$ cat config.mk
export PLATFORM = sky130hd
export DESIGN_NAME = crc_checked_frame_receiver
export DESIGN_NICKNAME = d
export VERILOG_FILES = /design/src/sv/ccfr_pkg.sv /design/src/sv/ccfr_ram.sv /design/src/sv/ccfr_crc.sv /design/src/sv/crc_checked_frame_receiver.sv
export SDC_FILE = /design/constraint.sdc
export NUM_CORES = 1
export LEC_CHECK = 0
export ABC_CLOCK_PERIOD_IN_PS = 12000
export BUFFER_PORTS_ARGS = -buffer_cell sky130_fd_sc_hd__clkbuf_2
export CAP_MARGIN = 10
export CORE_ASPECT_RATIO = 0.5
export CORE_MARGIN = 3
export CORE_UTILIZATION = 54
export CTS_CLUSTER_DIAMETER = 60
export CTS_CLUSTER_SIZE = 20
export DETAILED_ROUTE_END_ITERATION = 10
export PLACE_DENSITY = 0.76
export SYNTH_ARGS = -nofsm -noshare
export SYNTH_HDL_FRONTEND = slang
export SYNTH_SLANG_ARGS = --single-unit
$ cat constraint.sdc
create_clock -name clk_i -period 12 [get_ports clk_i]
set_clock_uncertainty 0.05 [all_clocks]
set_input_delay 0.6 -clock clk_i [delete_from_list [all_inputs] [get_ports clk_i]]
set_output_delay 0.6 -clock clk_i [all_outputs]
set_load 0.01 [all_outputs]
$ cat src/sv/ccfr_pkg.sv
// Shared constants, types and the CRC-32C byte step for the frame receiver.
package ccfr_pkg;

  localparam int unsigned PtrW      = 6;
  localparam int unsigned RamDepth  = 64;
  localparam int unsigned BodyBits  = 224;

  localparam logic [PtrW-1:0] FrameBytes = 6'd36;
  localparam logic [PtrW-1:0] CrcSpan    = 6'd32;
  localparam logic [PtrW-1:0] KindPos    = 6'd3;
  localparam logic [PtrW-1:0] BodyFirst  = 6'd4;
  localparam logic [PtrW-1:0] ZeroFirst  = 6'd16;
  localparam logic [PtrW-1:0] LastPos    = 6'd35;

  localparam logic [7:0] HdrSync0   = 8'h41;  // 'A'
  localparam logic [7:0] HdrSync1   = 8'h4D;  // 'M'
  localparam logic [7:0] HdrVersion = 8'h01;

  localparam logic [15:0] GapTimeoutReset = 16'd100;

  localparam logic [31:0] CrcPoly = 32'h82F63B78;
  localparam logic [31:0] CrcInit = 32'hFFFFFFFF;

  typedef enum logic [1:0] {
    VerdictLocal   = 2'd0,
    VerdictForward = 2'd1,
    VerdictReject  = 2'd2
  } verdict_e;

  typedef struct packed {
    logic clr;  // load the initial value
    logic en;   // fold in one byte
  } crc_ctrl_t;

  // Reflected CRC-32C, one byte folded in LSB first.
  function automatic logic [31:0] crc32c_byte(input logic [31:0] crc, input logic [7:0] data);
    logic [31:0] c;
    c = crc ^ {24'd0, data};
    for (int b = 0; b < 8; b++) begin
      c = c[0] ? ((c >> 1) ^ CrcPoly) : (c >> 1);
    end
    return c;
  endfunction

endpackage

$ cat src/sv/ccfr_ram.sv
// Generic single-write, single-read RAM with registered read data.
module ccfr_ram #(
  parameter int unsigned Width = 8,
  parameter int unsigned Depth = 64
) (
  input  logic                     clk_i,
  input  logic                     we_i,
  input  logic [$clog2(Depth)-1:0] waddr_i,
  input  logic [Width-1:0]         wdata_i,
  input  logic                     re_i,
  input  logic [$clog2(Depth)-1:0] raddr_i,
  output logic [Width-1:0]         rdata_o
);

  logic [Width-1:0] mem_q [Depth];
  logic [Width-1:0] rdata_q;

  always_ff @(posedge clk_i) begin
    if (we_i) begin
      mem_q[waddr_i] <= wdata_i;
    end
    if (re_i) begin
      rdata_q <= mem_q[raddr_i];
    end
  end

  assign rdata_o = rdata_q;

endmodule

$ cat src/sv/ccfr_crc.sv
// CRC-32C accumulator, one byte per cycle while en is set.
module ccfr_crc (
  input  logic                  clk_i,
  input  ccfr_pkg::crc_ctrl_t   ctrl_i,
  input  logic [7:0]            byte_i,
  output logic [31:0]           crc_o
);

  logic [31:0] crc_q;

  always_ff @(posedge clk_i) begin
    if (ctrl_i.clr) begin
      crc_q <= ccfr_pkg::CrcInit;
    end else if (ctrl_i.en) begin
      crc_q <= ccfr_pkg::crc32c_byte(crc_q, byte_i);
    end
  end

  // final inversion
  assign crc_o = crc_q ^ ccfr_pkg::CrcInit;

endmodule

$ cat src/sv/crc_checked_frame_receiver.sv
// Top level of the CRC-checked 36-byte frame receiver.
// Bytes arrive one item at a time with a millisecond timestamp and are held in a
// 64-entry circular byte RAM (head pointer plus fill count, so dropping the first
// byte is a pointer bump, not a shift). A frame is 'A', 'M', 0x01, a kind byte, 28
// body bytes and a little-endian CRC-32C of bytes 0..31 in bytes 32..35. A gap of at
// least gap_timeout_ms between bytes drops a partial frame; bytes that break the
// header are dropped one at a time; a CRC mismatch drops the first byte and the
// remaining 35 are rechecked when the next byte comes in. Each good frame yields one
// result item: kind, seven body words, verdict and the saturating reject total.
// Sequence: a byte is accepted, then the header is checked by a read step and a
// compare step for each of up to 3 header bytes, restarting after each dropped byte,
// then a closing step. A byte that completes 36 held bytes adds a wait step, a scan
// streaming the frame through the RAM read port into the CRC byte unit, and a judge
// step. No new byte is accepted until this work is done. The single RAM read port
// paces the scan. If a previous result has not yet been taken
// when a full frame is ready, the frame scan waits for it and the input stays
// stalled meanwhile; bytes that do not complete a frame are accepted while a result
// waits. in_stall_o is high while an item is being worked on. The RAM needs no
// clearing; only bytes below the fill count are ever read.
module crc_checked_frame_receiver (
  input  logic        clk_i,
  input  logic        rst_ni,
  // byte input
  input  logic        in_valid_i,
  output logic        in_stall_o,
  input  logic [7:0]  rx_byte_i,
  input  logic [31:0] now_ms_i,
  // result output
  output logic        out_valid_o,
  input  logic        out_stall_i,
  output logic [7:0]  frame_kind_o,
  output logic [1:0]  verdict_o,
  output logic [31:0] body_word_0_o,
  output logic [31:0] body_word_1_o,
  output logic [31:0] body_word_2_o,
  output logic [31:0] body_word_3_o,
  output logic [31:0] body_word_4_o,
  output logic [31:0] body_word_5_o,
  output logic [31:0] body_word_6_o,
  output logic [31:0] reject_total_o,
  // configuration
  input  logic        cfg_valid_i,
  output logic        cfg_ready_o,
  input  logic [15:0] gap_timeout_ms_i
);

  localparam logic [2:0] StIdle   = 3'd0;
  localparam logic [2:0] StHdrRd  = 3'd1;
  localparam logic [2:0] StHdrChk = 3'd2;
  localparam logic [2:0] StWait   = 3'd3;
  localparam logic [2:0] StScan   = 3'd4;
  localparam logic [2:0] StFin    = 3'd5;

  localparam logic [1:0] HdrLen = 2'd3;

  logic [2:0]  state_q, state_d;
  logic [5:0]  head_q, head_d;      // circular RAM position of byte 0
  logic [5:0]  fill_q, fill_d;      // bytes held, 0..36
  logic [1:0]  hidx_q, hidx_d;      // header byte under check
  logic [5:0]  iss_q, iss_d;        // next frame position to read
  logic [5:0]  cidx_q, cidx_d;      // frame position of the read data
  logic        cvld_q, cvld_d;
  logic [31:0] last_time_q, last_time_d;
  logic [31:0] reject_q, reject_d;
  logic [15:0] timeout_q;

  logic [7:0]  kind_q, kind_d;
  logic [ccfr_pkg::BodyBits-1:0] body_q, body_d;
  logic [31:0] crc_field_q, crc_field_d;
  logic        tail_nz_q, tail_nz_d;   // some byte of 16..31 nonzero
  logic [1:0]  verdict_q, verdict_d;
  logic [31:0] reject_total_q, reject_total_d;
  logic        out_valid_q, out_valid_d;

  logic        in_acc;
  logic [31:0] elapsed;
  logic        gap_drop;
  logic [5:0]  fill_base;
  logic        ram_we;
  logic [5:0]  ram_waddr;
  logic        ram_re;
  logic [5:0]  ram_raddr;
  logic [7:0]  ram_rdata;
  logic        rej_inc;
  logic [31:0] reject_inc;
  logic [7:0]  hdr_expect;
  logic [31:0] crc_calc;
  ccfr_pkg::crc_ctrl_t crc_ctrl;
  ccfr_pkg::verdict_e  verdict_calc;

  assign in_stall_o  = (state_q != StIdle);
  assign in_acc      = in_valid_i && !in_stall_o;
  assign cfg_ready_o = 1'b1;

  // wrapping elapsed time since the previous byte
  assign elapsed   = now_ms_i - last_time_q;
  assign gap_drop  = (fill_q != 6'd0) && (elapsed >= {16'd0, timeout_q});
  assign fill_base = gap_drop ? 6'd0 : fill_q;

  assign ram_we    = in_acc;
  assign ram_waddr = head_q + fill_base;

  assign reject_inc = (reject_q == 32'hFFFFFFFF) ? reject_q : reject_q + 32'd1;

  always_comb begin
    case (hidx_q)
      2'd0:    hdr_expect = ccfr_pkg::HdrSync0;
      2'd1:    hdr_expect = ccfr_pkg::HdrSync1;
      default: hdr_expect = ccfr_pkg::HdrVersion;
    endcase
  end

  always_comb begin
    if ((kind_q inside {[8'd4:8'd6]}) && (body_q[31:0] != 32'd0)) begin
      verdict_calc = tail_nz_q ? ccfr_pkg::VerdictReject : ccfr_pkg::VerdictLocal;
    end else if (kind_q inside {[8'd1:8'd3]}) begin
      verdict_calc = ccfr_pkg::VerdictForward;
    end else begin
      verdict_calc = ccfr_pkg::VerdictReject;
    end
  end

  always_comb begin
    state_d        = state_q;
    head_d         = head_q;
    fill_d         = fill_q;
    hidx_d         = hidx_q;
    iss_d          = iss_q;
    cidx_d         = cidx_q;
    cvld_d         = 1'b0;
    last_time_d    = last_time_q;
    kind_d         = kind_q;
    body_d         = body_q;
    crc_field_d    = crc_field_q;
    tail_nz_d      = tail_nz_q;
    verdict_d      = verdict_q;
    reject_total_d = reject_total_q;
    out_valid_d    = out_valid_q && out_stall_i;
    rej_inc        = 1'b0;
    ram_re         = 1'b0;
    ram_raddr      = head_q;
    crc_ctrl       = '0;

    case (state_q)
      StIdle: begin
        if (in_acc) begin
          rej_inc     = gap_drop;
          last_time_d = now_ms_i;
          fill_d      = fill_base + 6'd1;
          hidx_d      = 2'd0;
          state_d     = StHdrRd;
        end
      end
      StHdrRd: begin
        if (({4'd0, hidx_q} >= fill_q) || (hidx_q == HdrLen)) begin
          state_d = (fill_q == ccfr_pkg::FrameBytes) ? StWait : StIdle;
        end else begin
          ram_re    = 1'b1;
          ram_raddr = head_q + {4'd0, hidx_q};
          state_d   = StHdrChk;
        end
      end
      StHdrChk: begin
        if (ram_rdata != hdr_expect) begin
          // drop the first byte, restart the header check
          head_d  = head_q + 6'd1;
          fill_d  = fill_q - 6'd1;
          rej_inc = 1'b1;
          hidx_d  = 2'd0;
        end else begin
          hidx_d = hidx_q + 2'd1;
        end
        state_d = StHdrRd;
      end
      StWait: begin
        // frame scan reuses the result registers
        if (!out_valid_q) begin
          crc_ctrl.clr = 1'b1;
          tail_nz_d    = 1'b0;
          iss_d        = 6'd0;
          state_d      = StScan;
        end
      end
      StScan: begin
        if (iss_q != ccfr_pkg::FrameBytes) begin
          ram_re    = 1'b1;
          ram_raddr = head_q + iss_q;
          iss_d     = iss_q + 6'd1;
          cidx_d    = iss_q;
          cvld_d    = 1'b1;
        end
        if (cvld_q) begin
          if (cidx_q < ccfr_pkg::CrcSpan) begin
            crc_ctrl.en = 1'b1;
          end else begin
            crc_field_d = {ram_rdata, crc_field_q[31:8]};
          end
          if (cidx_q == ccfr_pkg::KindPos) begin
            kind_d = ram_rdata;
          end
          if ((cidx_q >= ccfr_pkg::BodyFirst) && (cidx_q < ccfr_pkg::CrcSpan)) begin
            body_d = {ram_rdata, body_q[ccfr_pkg::BodyBits-1:8]};
          end
          if ((cidx_q >= ccfr_pkg::ZeroFirst) && (cidx_q < ccfr_pkg::CrcSpan) &&
              (ram_rdata != 8'd0)) begin
            tail_nz_d = 1'b1;
          end
          if (cidx_q == ccfr_pkg::LastPos) begin
            state_d = StFin;
          end
        end
      end
      StFin: begin
        if (crc_field_q != crc_calc) begin
          // resync: drop the first byte, header rechecked on the next byte
          head_d  = head_q + 6'd1;
          fill_d  = fill_q - 6'd1;
          rej_inc = 1'b1;
        end else begin
          rej_inc        = (verdict_calc == ccfr_pkg::VerdictReject);
          verdict_d      = verdict_calc;
          reject_total_d = rej_inc ? reject_inc : reject_q;
          out_valid_d    = 1'b1;
          fill_d         = 6'd0;
        end
        state_d = StIdle;
      end
      default: begin
        state_d = StIdle;
      end
    endcase

    reject_d = rej_inc ? reject_inc : reject_q;
  end

  always_ff @(posedge clk_i or negedge rst_ni) begin
    if (!rst_ni) begin
      state_q     <= StIdle;
      head_q      <= 6'd0;
      fill_q      <= 6'd0;
      hidx_q      <= 2'd0;
      iss_q       <= 6'd0;
      cidx_q      <= 6'd0;
      cvld_q      <= 1'b0;
      last_time_q <= 32'd0;
      reject_q    <= 32'd0;
      timeout_q   <= ccfr_pkg::GapTimeoutReset;
      out_valid_q <= 1'b0;
    end else begin
      state_q     <= state_d;
      head_q      <= head_d;
      fill_q      <= fill_d;
      hidx_q      <= hidx_d;
      iss_q       <= iss_d;
      cidx_q      <= cidx_d;
      cvld_q      <= cvld_d;
      last_time_q <= last_time_d;
      reject_q    <= reject_d;
      out_valid_q <= out_valid_d;
      if (cfg_valid_i && cfg_ready_o) begin
        timeout_q <= gap_timeout_ms_i;
      end
    end
  end

  // payload, no reset
  always_ff @(posedge clk_i) begin
    kind_q         <= kind_d;
    body_q         <= body_d;
    crc_field_q    <= crc_field_d;
    tail_nz_q      <= tail_nz_d;
    verdict_q      <= verdict_d;
    reject_total_q <= reject_total_d;
  end

  ccfr_ram #(
    .Width(8),
    .Depth(ccfr_pkg::RamDepth)
  ) u_store (
    .clk_i  (clk_i),
    .we_i   (ram_we),
    .waddr_i(ram_waddr),
    .wdata_i(rx_byte_i),
    .re_i   (ram_re),
    .raddr_i(ram_raddr),
    .rdata_o(ram_rdata)
  );

  ccfr_crc u_crc (
    .clk_i (clk_i),
    .ctrl_i(crc_ctrl),
    .byte_i(ram_rdata),
    .crc_o (crc_calc)
  );

  assign out_valid_o    = out_valid_q;
  assign frame_kind_o   = kind_q;
  assign verdict_o      = verdict_q;
  assign body_word_0_o  = body_q[31:0];
  assign body_word_1_o  = body_q[63:32];
  assign body_word_2_o  = body_q[95:64];
  assign body_word_3_o  = body_q[127:96];
  assign body_word_4_o  = body_q[159:128];
  assign body_word_5_o  = body_q[191:160];
  assign body_word_6_o  = body_q[223:192];
  assign reject_total_o = reject_total_q;

  // never more than one frame held
  a_fill_bound: assert property (@(posedge clk_i) disable iff (!rst_ni)
    fill_q <= ccfr_pkg::FrameBytes)
    else $error("fill count beyond frame size");

  // a result only appears after a frame was judged
  a_result_src: assert property (@(posedge clk_i) disable iff (!rst_ni)
    $rose(out_valid_q) |-> $past(state_q) == StFin)
    else $error("result raised outside the judge step");

  // scanning only runs over a full frame with the output free
  a_scan_full: assert property (@(posedge clk_i) disable iff (!rst_ni)
    (state_q == StScan) |-> (fill_q == ccfr_pkg::FrameBytes) && !out_valid_q)
    else $error("frame scan without a full frame or with a pending result");

endmodule
==> results.txt, run 1 <==
----------------------------------------------------
[Setup path]
  Worst Setup End Kind ... flip-flop
  Cell type of the slowest stage on the worst timing path ... sky130_fd_sc_hd__nor2b_1
  Crit path DAT ... 8.59 ns
  End of the worst register-to-register path ... u_store.mem_q[61][5]
  Startpoint-to-endpoint class of the critical path ... flip-flop to flip-flop
  Start of the worst register-to-register path ... last_time_q[1]
  Max FO, Critical Path ... 16
  Max stage delay on crit path ... 0.66 ns
  Setup crit start kind ... flip-flop
  Worst reg2reg path depth ... 29
  Critical Path RT ... 12.24 ns
  Slack of the worst reg-to-reg path ... around 3.6 ns

[Synth]
  Total number of yosys warnings ... 0
  Avg Cell Area, Syn ... approximately 13 um2
  Count of mapped cells out of synthesis ... 3,153
  Flip-flop and latch count after synthesis ... around 960
  Post-Syn Nets ... 3,286
  Async SR Flop Fraction ... 0.115
  Seq/Total Area, Yosys ... 0.673
  Summed instance area of the synthesized netlist ... 41,600 um2
  Main flop type after synthesis ... sky130_fd_sc_hd__edfxtp_1
  Number of enable-type register cells in the synthesized netlist ... 819
  Number of library cell types mapped by synthesis ... 102

[Clock tree]
  Sinks on the clock net ... roughly 960
  Clock slew at the register clock pins of the worst setup and hold paths ... 0.09 ns
  Maximum count of clock buffers along a single path ... 3
  Clock tree root driver cell ... sky130_fd_sc_hd__clkbuf_16
  CTS H-tree depth ... 2
  Number of instances resized during post-cts repair ... 0
  CTS buffer count ... 55
  CTS tree ... done
  Clock insertion delay at the later pin of the skew report ... about 0.65 ns

[Global route]
  Maximum number of pins on one net before global-route repair ... 111
  Aggregate global routing overflow ... 0
  Global routing usage summed across all routing layers ... 0.234
  Number of antenna violations at the first check in global routing ... 2
  Global-route wire length before repair ... between 100,000 and 150,000 um
  Number of global-route vias before repair ... roughly 26,000

[Layout]
  Utilization of the core after routing ... 0.604
  Multi-input gate area ... 12,700 um2
  Area used by sequential logic in the layout ... 28,000 um2
  # nets final ... 3,520
  Final cell count without fillers ... 4,443
  Layout cell share with drive strength beyond 1 ... 0.146
  Number of antenna repair diodes ... 0
  Layout overhead on the synthesized area ... 9.88%
  Number of fill cells in the layout ... 5,732

[Min path]
  Hold Crit Depth ... 3
  Worst min-delay path endpoint ... timeout_q[2]
  Hold wc startpoint ... gap_timeout_ms_i[2]
  Worst hold-check path type ... primary input to flip-flop

[Timing]
  Slew at the pin closest to its max-slew limit ... about 1.2 ns
  Accumulated negative setup slack ... 0 ns
  Endpoints failing hold ... 0
  Share of the cycle needed by the critical path after routing ... 0.696
  Maximum clock frequency ... 120 MHz
  Final critical path time including I/O delays and setup ... 8.35 ns
  Worst rel slew slack ... 0.223
  Final setup viols ... 0
  Crit path setup slack, layout ... about 3.6 ns
  Unrepaired setup endpoints after global routing ... false
  Max Slew Vio Count ... 0

[Status]
  Outcome ... complete, no violations

[Pwr]
  P per Cell Area ... approximately 260 nW/um2
  Total design power ... 0.0120 W
  Leak ... 16.5 nW
  Peak supply drop ... between 300 and 400 uV

[Flow run]
  Number of violations of the max-capacitance limit ... 0

[Floorplanning]
  Number of primary I/O pins ... between 300 and 400
  Width of the die ... between 300 and 400 um
  Number of cell rows ... 71
  Initial Util ... 0.550
  Vertical die dimension ... 202 um
  Full die area ... slightly above 80,000 um2
  Area of the placeable core ... between 70,000 and 80,000 um2

[Route]
  Post-Route WL ... 96,200 um
  Router iterations before antenna repair ... 6
  DRC violation count after routing ... 0
  Number of violations reported at the end of detailed-routing iteration 0 ... 2,979
  Vias after detailed routing ... 26,600
  Number of vias per cell ... 5.98
  Average wire length per cell after detail routing ... 21.7 um
  Antenna-violating nets left ... 0

[Place]
  Post-Place Worst Slack ... 3.49 ns
  Placed Instances ... 4,351
  Post-DP HPWL ... 62,500 um
  IO Port Bufs ... 328
  Placer congestion estimate ... 0.935

----------------------------------------------------
-- how the worst max path moves through the flow --
stage                           end  slack [ns]  depth (start not counted)           start
4_1_cts        u_store.mem_q[59][7]        3.75                         29  last_time_q[1]
2_1_floorplan             body_q[0]        0.31                          6      state_q[1]
3_5_place_dp   u_store.mem_q[61][4]        3.49                         29     now_ms_i[1]
6_report       u_store.mem_q[61][5]        3.65                         29  last_time_q[1]
3_3_place_gp   u_store.mem_q[57][0]        3.82                         28     now_ms_i[0]
5_1_grt        u_store.mem_q[59][1]        2.99                         28  last_time_q[1]
-- Yosys cell counts (6+ instances only) --
cell type | number | area, um2
sky130_fd_sc_hd__xor2_1 | 69 | 604
sky130_fd_sc_hd__o21a_1 | 13 | 97.6
sky130_fd_sc_hd__buf_1 | 7 | 26.3
sky130_fd_sc_hd__mux4_2 | 8 | 180
sky130_fd_sc_hd__nand4_1 | 37 | 231
sky130_fd_sc_hd__a31oi_1 | 70 | 438
sky130_fd_sc_hd__a311oi_1 | 64 | 561
sky130_fd_sc_hd__o21ai_1 | 10 | 50.1
sky130_fd_sc_hd__dfrtp_1 | 108 | 2700
sky130_fd_sc_hd__nand2b_1 | 8 | 50.1
sky130_fd_sc_hd__a211oi_2 | 8 | 100
sky130_fd_sc_hd__edfxtp_1 | 819 | 24600
sky130_fd_sc_hd__nor2_1 | 116 | 435
sky130_fd_sc_hd__nand3_1 | 32 | 160
sky130_fd_sc_hd__xnor2_1 | 146 | 1280
sky130_fd_sc_hd__or3_1 | 12 | 75.1
sky130_fd_sc_hd__nor3_1 | 20 | 100
sky130_fd_sc_hd__o31ai_1 | 8 | 60.1
sky130_fd_sc_hd__clkbuf_1 | 148 | 556
sky130_fd_sc_hd__a21o_1 | 14 | 105
sky130_fd_sc_hd__dfxtp_1 | 32 | 641
sky130_fd_sc_hd__nor2b_1 | 38 | 238
sky130_fd_sc_hd__ha_1 | 69 | 863
sky130_fd_sc_hd__nor4_1 | 25 | 156
sky130_fd_sc_hd__o211ai_1 | 44 | 330
sky130_fd_sc_hd__nand2_1 | 455 | 1710
sky130_fd_sc_hd__and2_1 | 15 | 93.8
sky130_fd_sc_hd__mux2_2 | 6 | 67.6
sky130_fd_sc_hd__or2_2 | 6 | 37.5
sky130_fd_sc_hd__a211oi_1 | 170 | 1280
sky130_fd_sc_hd__and3_1 | 146 | 913
sky130_fd_sc_hd__o21ai_0 | 81 | 405
sky130_fd_sc_hd__and2_4 | 9 | 78.8
sky130_fd_sc_hd__a21oi_1 | 122 | 611
sky130_fd_sc_hd__inv_1 | 77 | 289
sky130_fd_sc_hd__buf_2 | 15 | 75.1
-- critical path: cells and delay by family (launching register included) --
kind	cells	cell delay, ns
and+or+nand+nor	14	3.86
adders and majority gates	3	0.81
buffers and inverters	1	0.07
xor gates and xnor gates	2	0.31
AOI/OAI and AO/OA	9	2.52
DFF	1	0.39
-- area by class of cell --
type                       count  area share
clock buffer                  86      0.0336
clock inverter                 5     0.00151
inverter                      78     0.00641
multi-input combinational   1940       0.278
sequential                   962       0.613
tap                         1022      0.0280
timing repair buffer         350      0.0401
-- power breakdown --
part / switching [W] / internal, W
clock network: 0.00105 / 0.000889
registers: 0.000211 / 0.00385
logic: 0.00384 / 0.00213
total: 0.00510 / 0.00687
-- cells by family (layout without fill, tap and decap cells) --
kind of cell,after synthesis,in the layout,synth area share
xor gates and xnor gates,218,218,0.0470
adders and majority gates,73,73,0.0224
other,1,1,0.0000901
AOI/OAI and AO/OA,671,671,0.114
DFF,962,962,0.673
muxes,18,18,0.00692
and+or+nand+nor,959,959,0.113
buffers and inverters,251,519,0.0235
-- sequential cells by signal, indices dropped and copies added (netlist names) --
register,count
iss_q,6
reject_total_o,32
cidx_q,6
u_store.mem_q,512
fill_q,6
cvld_q,1
last_time_q,32
verdict_o,2
hidx_q,2
timeout_q,16
frame_kind_o,8
u_crc.crc_q,32
head_q,6
state_q,3
tail_nz_q,1
crc_field_q,32
reject_q,32
out_valid_o,1
body_q,224
u_store.rdata_o,8
-- layer usage --
| metal | share of wire | global-route usage | up-vias |
|---|---|---|---|
| met2 | 0.49 | 0.394 | 1093 |
| met3 | 0.069 | 0.0332 | 172 |
| met4 | 0.028 | 0.0713 | 2 |
| met5 | 0.00014 | 0 | - |
| li1 | - | - | 12300 |
| met1 | 0.41 | 0.320 | 13000 |
-- metrics by stage --
step	cell area, um2	hold WS [ns]
finish	45700	0.118
global route	45700	0.117
CTS	45700	0.0745
detailed placement	44100	0.382
global placement	44100	0.377
floorplan	41600	0.254
-- cells in the final DEF (no fill, tap or decap), types with 10 or more instances in the layout --
cell type | netlist | layout
sky130_fd_sc_hd__nand4_1 | 37 | 37
sky130_fd_sc_hd__buf_4 | 2 | 30
sky130_fd_sc_hd__nor4_1 | 25 | 25
sky130_fd_sc_hd__o21ai_1 | 10 | 10
sky130_fd_sc_hd__o21ai_0 | 81 | 81
sky130_fd_sc_hd__and3_1 | 146 | 146
sky130_fd_sc_hd__clkbuf_16 | 0 | 57
sky130_fd_sc_hd__a31oi_1 | 70 | 70
sky130_fd_sc_hd__dfrtp_1 | 108 | 108
sky130_fd_sc_hd__a311oi_1 | 64 | 64
sky130_fd_sc_hd__nand3_1 | 32 | 32
sky130_fd_sc_hd__or3_1 | 12 | 12
sky130_fd_sc_hd__xnor2_1 | 146 | 146
sky130_fd_sc_hd__xor2_1 | 69 | 69
sky130_fd_sc_hd__dfxtp_1 | 32 | 32
sky130_fd_sc_hd__o211ai_1 | 44 | 44
sky130_fd_sc_hd__nor2b_1 | 38 | 38
sky130_fd_sc_hd__a21oi_1 | 122 | 122
sky130_fd_sc_hd__and2_4 | 9 | 10
sky130_fd_sc_hd__inv_1 | 77 | 77
sky130_fd_sc_hd__edfxtp_1 | 819 | 819
sky130_fd_sc_hd__nand2_1 | 455 | 452
sky130_fd_sc_hd__clkbuf_2 | 0 | 319
sky130_fd_sc_hd__a21o_1 | 14 | 14
sky130_fd_sc_hd__nor3_1 | 20 | 20
sky130_fd_sc_hd__o21a_1 | 13 | 13
sky130_fd_sc_hd__nor2_1 | 116 | 114
sky130_fd_sc_hd__ha_1 | 69 | 69
sky130_fd_sc_hd__a211oi_1 | 170 | 170
sky130_fd_sc_hd__and2_1 | 15 | 14
sky130_fd_sc_hd__clkbuf_1 | 148 | 29
-- repair_timing --
action                                 4_1_cts  5_1_grt
buffers inserted                             0        0
endpoints found under the hold margin       48        0
hold buffers                                 1        0
No activity file was read; power rests on OpenSTA's default activity.
==> inputs of run 2 (changes only) <==
--- a/config.mk
+++ b/config.mk
@@ -5,7 +5,7 @@
 export SDC_FILE = /design/constraint.sdc
 export NUM_CORES = 1
 export LEC_CHECK = 0
-export ABC_CLOCK_PERIOD_IN_PS = 12000
+export ABC_CLOCK_PERIOD_IN_PS = 7100
 export BUFFER_PORTS_ARGS = -buffer_cell sky130_fd_sc_hd__clkbuf_2
 export CAP_MARGIN = 10
 export CORE_ASPECT_RATIO = 0.5
==> constraint.sdc (replaced) <==
create_clock -name clk_i -period 7.1 [get_ports clk_i]
set_clock_uncertainty 0.05 [all_clocks]
set_input_delay 0.355 -clock clk_i [delete_from_list [all_inputs] [get_ports clk_i]]
set_output_delay 0.355 -clock clk_i [all_outputs]
set_load 0.01 [all_outputs]
==> run 2 against run 1 <==
Worst setup slack lost 3.4 ns. First-iteration DRC count grew 7.9%. Combinational power grew 76%. Critical path depth up 4. Flip-flop and latch count did not move. Register-to-register slack got worse by 3.4 ns. Die area unchanged. Worst hold slack got worse by 0.033 ns. Non-clock buffer count rose by 149. Sequential power grew 68%. Core utilization rose by 2.2 points. Largest cell class unchanged.
==> results.txt, run 2 (synthesis gave the netlist of run 1 again) <==
----------------------------------------------------
[Floorplanning]
  Vertical die dimension ... 202 um (unchanged)
  Number of cell rows ... 71 (unchanged)
  Number of primary I/O pins ... 330 (unchanged)
  Width of the die ... 399 um (unchanged)
  Full die area ... 80,600 um2 (unchanged)
  Initial Util ... 0.550 (unchanged)
  Area of the placeable core ... 75,700 um2 (unchanged)

[Global route]
  Maximum number of pins on one net before global-route repair ... 174 (+57%)
  Aggregate global routing overflow ... 0 (unchanged)
  Global-route wire length before repair ... 156,000 um (+5.7%)
  Global routing usage summed across all routing layers ... 0.249 (+0.0144)
  Number of global-route vias before repair ... 26,700 (+4.4%)
  Number of antenna violations at the first check in global routing ... 7 (+5)

[Route]
  Post-Route WL ... 103,000 um (+7.3%)
  DRC violation count after routing ... 0 (unchanged)
  Average wire length per cell after detail routing ... 22.5 um (+3.7%)
  Vias after detailed routing ... 27,700 (+4.2%)
  Number of violations reported at the end of detailed-routing iteration 0 ... 3,215 (+7.9%)
  Antenna-violating nets left ... 0 (unchanged)
  Router iterations before antenna repair ... 5 (-1)
  Number of vias per cell ... 6.02 (+0.63%)

[Layout]
  Leading cell types in the layout, fill and taps excluded ... sky130_fd_sc_hd__edfxtp_1, sky130_fd_sc_hd__nand2_1, sky130_fd_sc_hd__clkbuf_2, sky130_fd_sc_hd__a211oi_1
  Area of all placed cells without fillers ... 47,400 um2 (+3.7%)
  Largest register by flop count ... u_store.mem_q
  Biggest regs ... u_store.mem_q: 512 flops, body_q: 224 flops
  Number of flip-flops under the largest register name ... 512 (unchanged)
  Most common cell after layout, fill and taps aside ... sky130_fd_sc_hd__edfxtp_1
  Final cell count without fillers ... 4,599 (+3.5%)
  Utilization of the core after routing ... 0.626 (+0.0222)
  Layout cell share with drive strength beyond 1 ... 0.185 (+0.0389)
  Layout overhead on the synthesized area ... 13.9%
  # nets final ... 3,670 (+4.3%)

[Setup path]
  Critical Path RT ... 7.42 ns (-4.82 ns)
  Worst path top cell family by delay ... compound AO/OA/AOI/OAI gates
  Worst path most repeated cell ... sky130_fd_sc_hd__nand2_2
  Crit path DAT ... 7.21 ns (-1.38 ns)
  Worst Setup End Kind ... flip-flop
  Setup crit start kind ... flip-flop
  Buffering stage count on the worst path with inverters included ... 4 (+3)
  Startpoint-to-endpoint class of the critical path ... flip-flop to flip-flop
  Cell type of the slowest stage on the worst timing path ... sky130_fd_sc_hd__a2111o_1
  Max stage delay on crit path ... 0.41 ns (-0.25 ns)
  Max FO, Critical Path ... 8 (-8)

[Clock tree]
  CTS tree ... done
  Clock insertion delay at the later pin of the skew report ... 0.66 ns (about the same)
  Maximum count of clock buffers along a single path ... 3 (unchanged)
  Clock tree root driver cell ... sky130_fd_sc_hd__clkbuf_16
  Clock slew at the register clock pins of the worst setup and hold paths ... 0.09 ns (about the same)
  CTS buffer count ... 55 (unchanged)
  Sinks on the clock net ... 962 (unchanged)
  CTS H-tree depth ... 2 (unchanged)

[Place]
  Area of placed instances ... 44,800 um2 (+1.6%)
  Placed Instances ... 4,435 (+1.9%)
  IO Port Bufs ... 328 (unchanged)
  Placer congestion estimate ... 0.912 (-2.4%)
  Post-DP HPWL ... 66,200 um (+5.8%)

[Timing]
  Unrepaired setup endpoints after global routing ... true
  Final hold slack ... 0.0844 ns (-0.0331 ns)
  Final setup viols ... 0 (unchanged)
  Worst rel slew slack ... 0.311 (+0.0876)
  Maximum clock frequency ... 145 MHz (+21%)
  Final critical path time including I/O delays and setup ... 6.89 ns (-1.46 ns)
  Share of the cycle needed by the critical path after routing ... 0.971 (+0.275)
  Endpoints failing hold ... 0 (unchanged)
  Max Slew Vio Count ... 0 (unchanged)
  Slew at the pin closest to its max-slew limit ... 1.03 ns (-0.139 ns)

[Flow run]
  Number of violations of the max-capacitance limit ... 0 (unchanged)

[Pwr]
  Peak supply drop ... 515 uV (+54%)
  P per Cell Area ... 437 nW/um2 (+67%)
  Leak ... 17.3 nW (+4.9%)

[Status]
  Outcome ... complete, no violations

[Min path]
  Worst hold-check path type ... primary input to flip-flop

----------------------------------------------------
## run 2: cell types whose count changed in the layout (fill, tap and decap cells not counted), sizes merged
cell	previous run	this run
buf	30	129
dlygate4sd3	1	50
diode	0	5
bufinv	0	1
clkbuf	405	406
clkinvlp	1	0
inv	80	81
o211a	1	2
## run 2: worst paths after layout
check	slack, ns	from	endpoint	depth (start not counted)
min in group asynchronous	0.16	rst_ni	last_time_q[23]	2
max in group asynchronous	5.44	rst_ni	reject_q[29]	3
worst max register to register	0.21	last_time_q[1]	u_store.mem_q[37][4]	33
worst min register to register	0.39	body_q[96]	body_q[88]	0
worst min-delay path	0.08	in_valid_i	hidx_q[1]	3
worst max-delay path	0.21	last_time_q[1]	u_store.mem_q[37][4]	33
## run 2: routing by layer
layer / up-vias / GRT usage / part of all wire / wire length, um
met1: 13600 / 0.346 / 0.41 / 42500
met5: - / 0 / 0.00014 / 14
met3: 205 / 0.0391 / 0.080 / 8240
li1: 12600 / - / - / -
met2: 1237 / 0.406 / 0.48 / 49300
met4: 2 / 0.0803 / 0.031 / 3250
## run 2: final cells by class
cell class              count  area, um2
clock inverters             6       83.8
multi-input cells        1941      13000
repair buffers            499       3160
fillers                  5632      28300
well taps                1022       1280
flip-flops and latches    962      28000
clock buffers              86       1570
diodes                      5       12.5
inverters                  78        293
## run 2: stage by stage
| step | total power (W) | worst slack (ns) | setup TNS, ns |
|---|---|---|---|
| detailed placement | 0.0171 | -0.301 | -70.82 |
| finish | 0.0207 | 0.207 | 0 |
| global placement | 0.0169 | -0.106 | -12.92 |
| global route | 0.0219 | -0.143 | -27.54 |
| CTS | 0.0204 | -0.0757 | -2.67 |
| floorplan | 0.0144 | 0.290 | 0 |
## run 2: timing repair
action | CTS | global route
setup buffers | 2 | 14
pin swaps | 2 | 31
hold buffers | 50 | 0
endpoints found under the setup margin | 435 | 512
gates cloned | 0 | 1
gates resized for setup | 7 | 66
endpoints found under the hold margin | 89 | 0
## run 2: where the power goes
part           internal [W]  switching, W
combinational       0.00388       0.00662
sequential          0.00651      0.000332
clock               0.00157       0.00178
total                0.0120       0.00874
## run 2: worst register-to-register path: cells and delay by family, from the launching register on
| kind | cells | cell delay [ns] |
|---|---|---|
| compound gates | 11 | 2.55 |
| simple gates | 13 | 1.92 |
| fa+ha+maj | 3 | 0.87 |
| buf+inv | 4 | 0.60 |
| flops | 1 | 0.37 |
| xor+xnor | 2 | 0.26 |
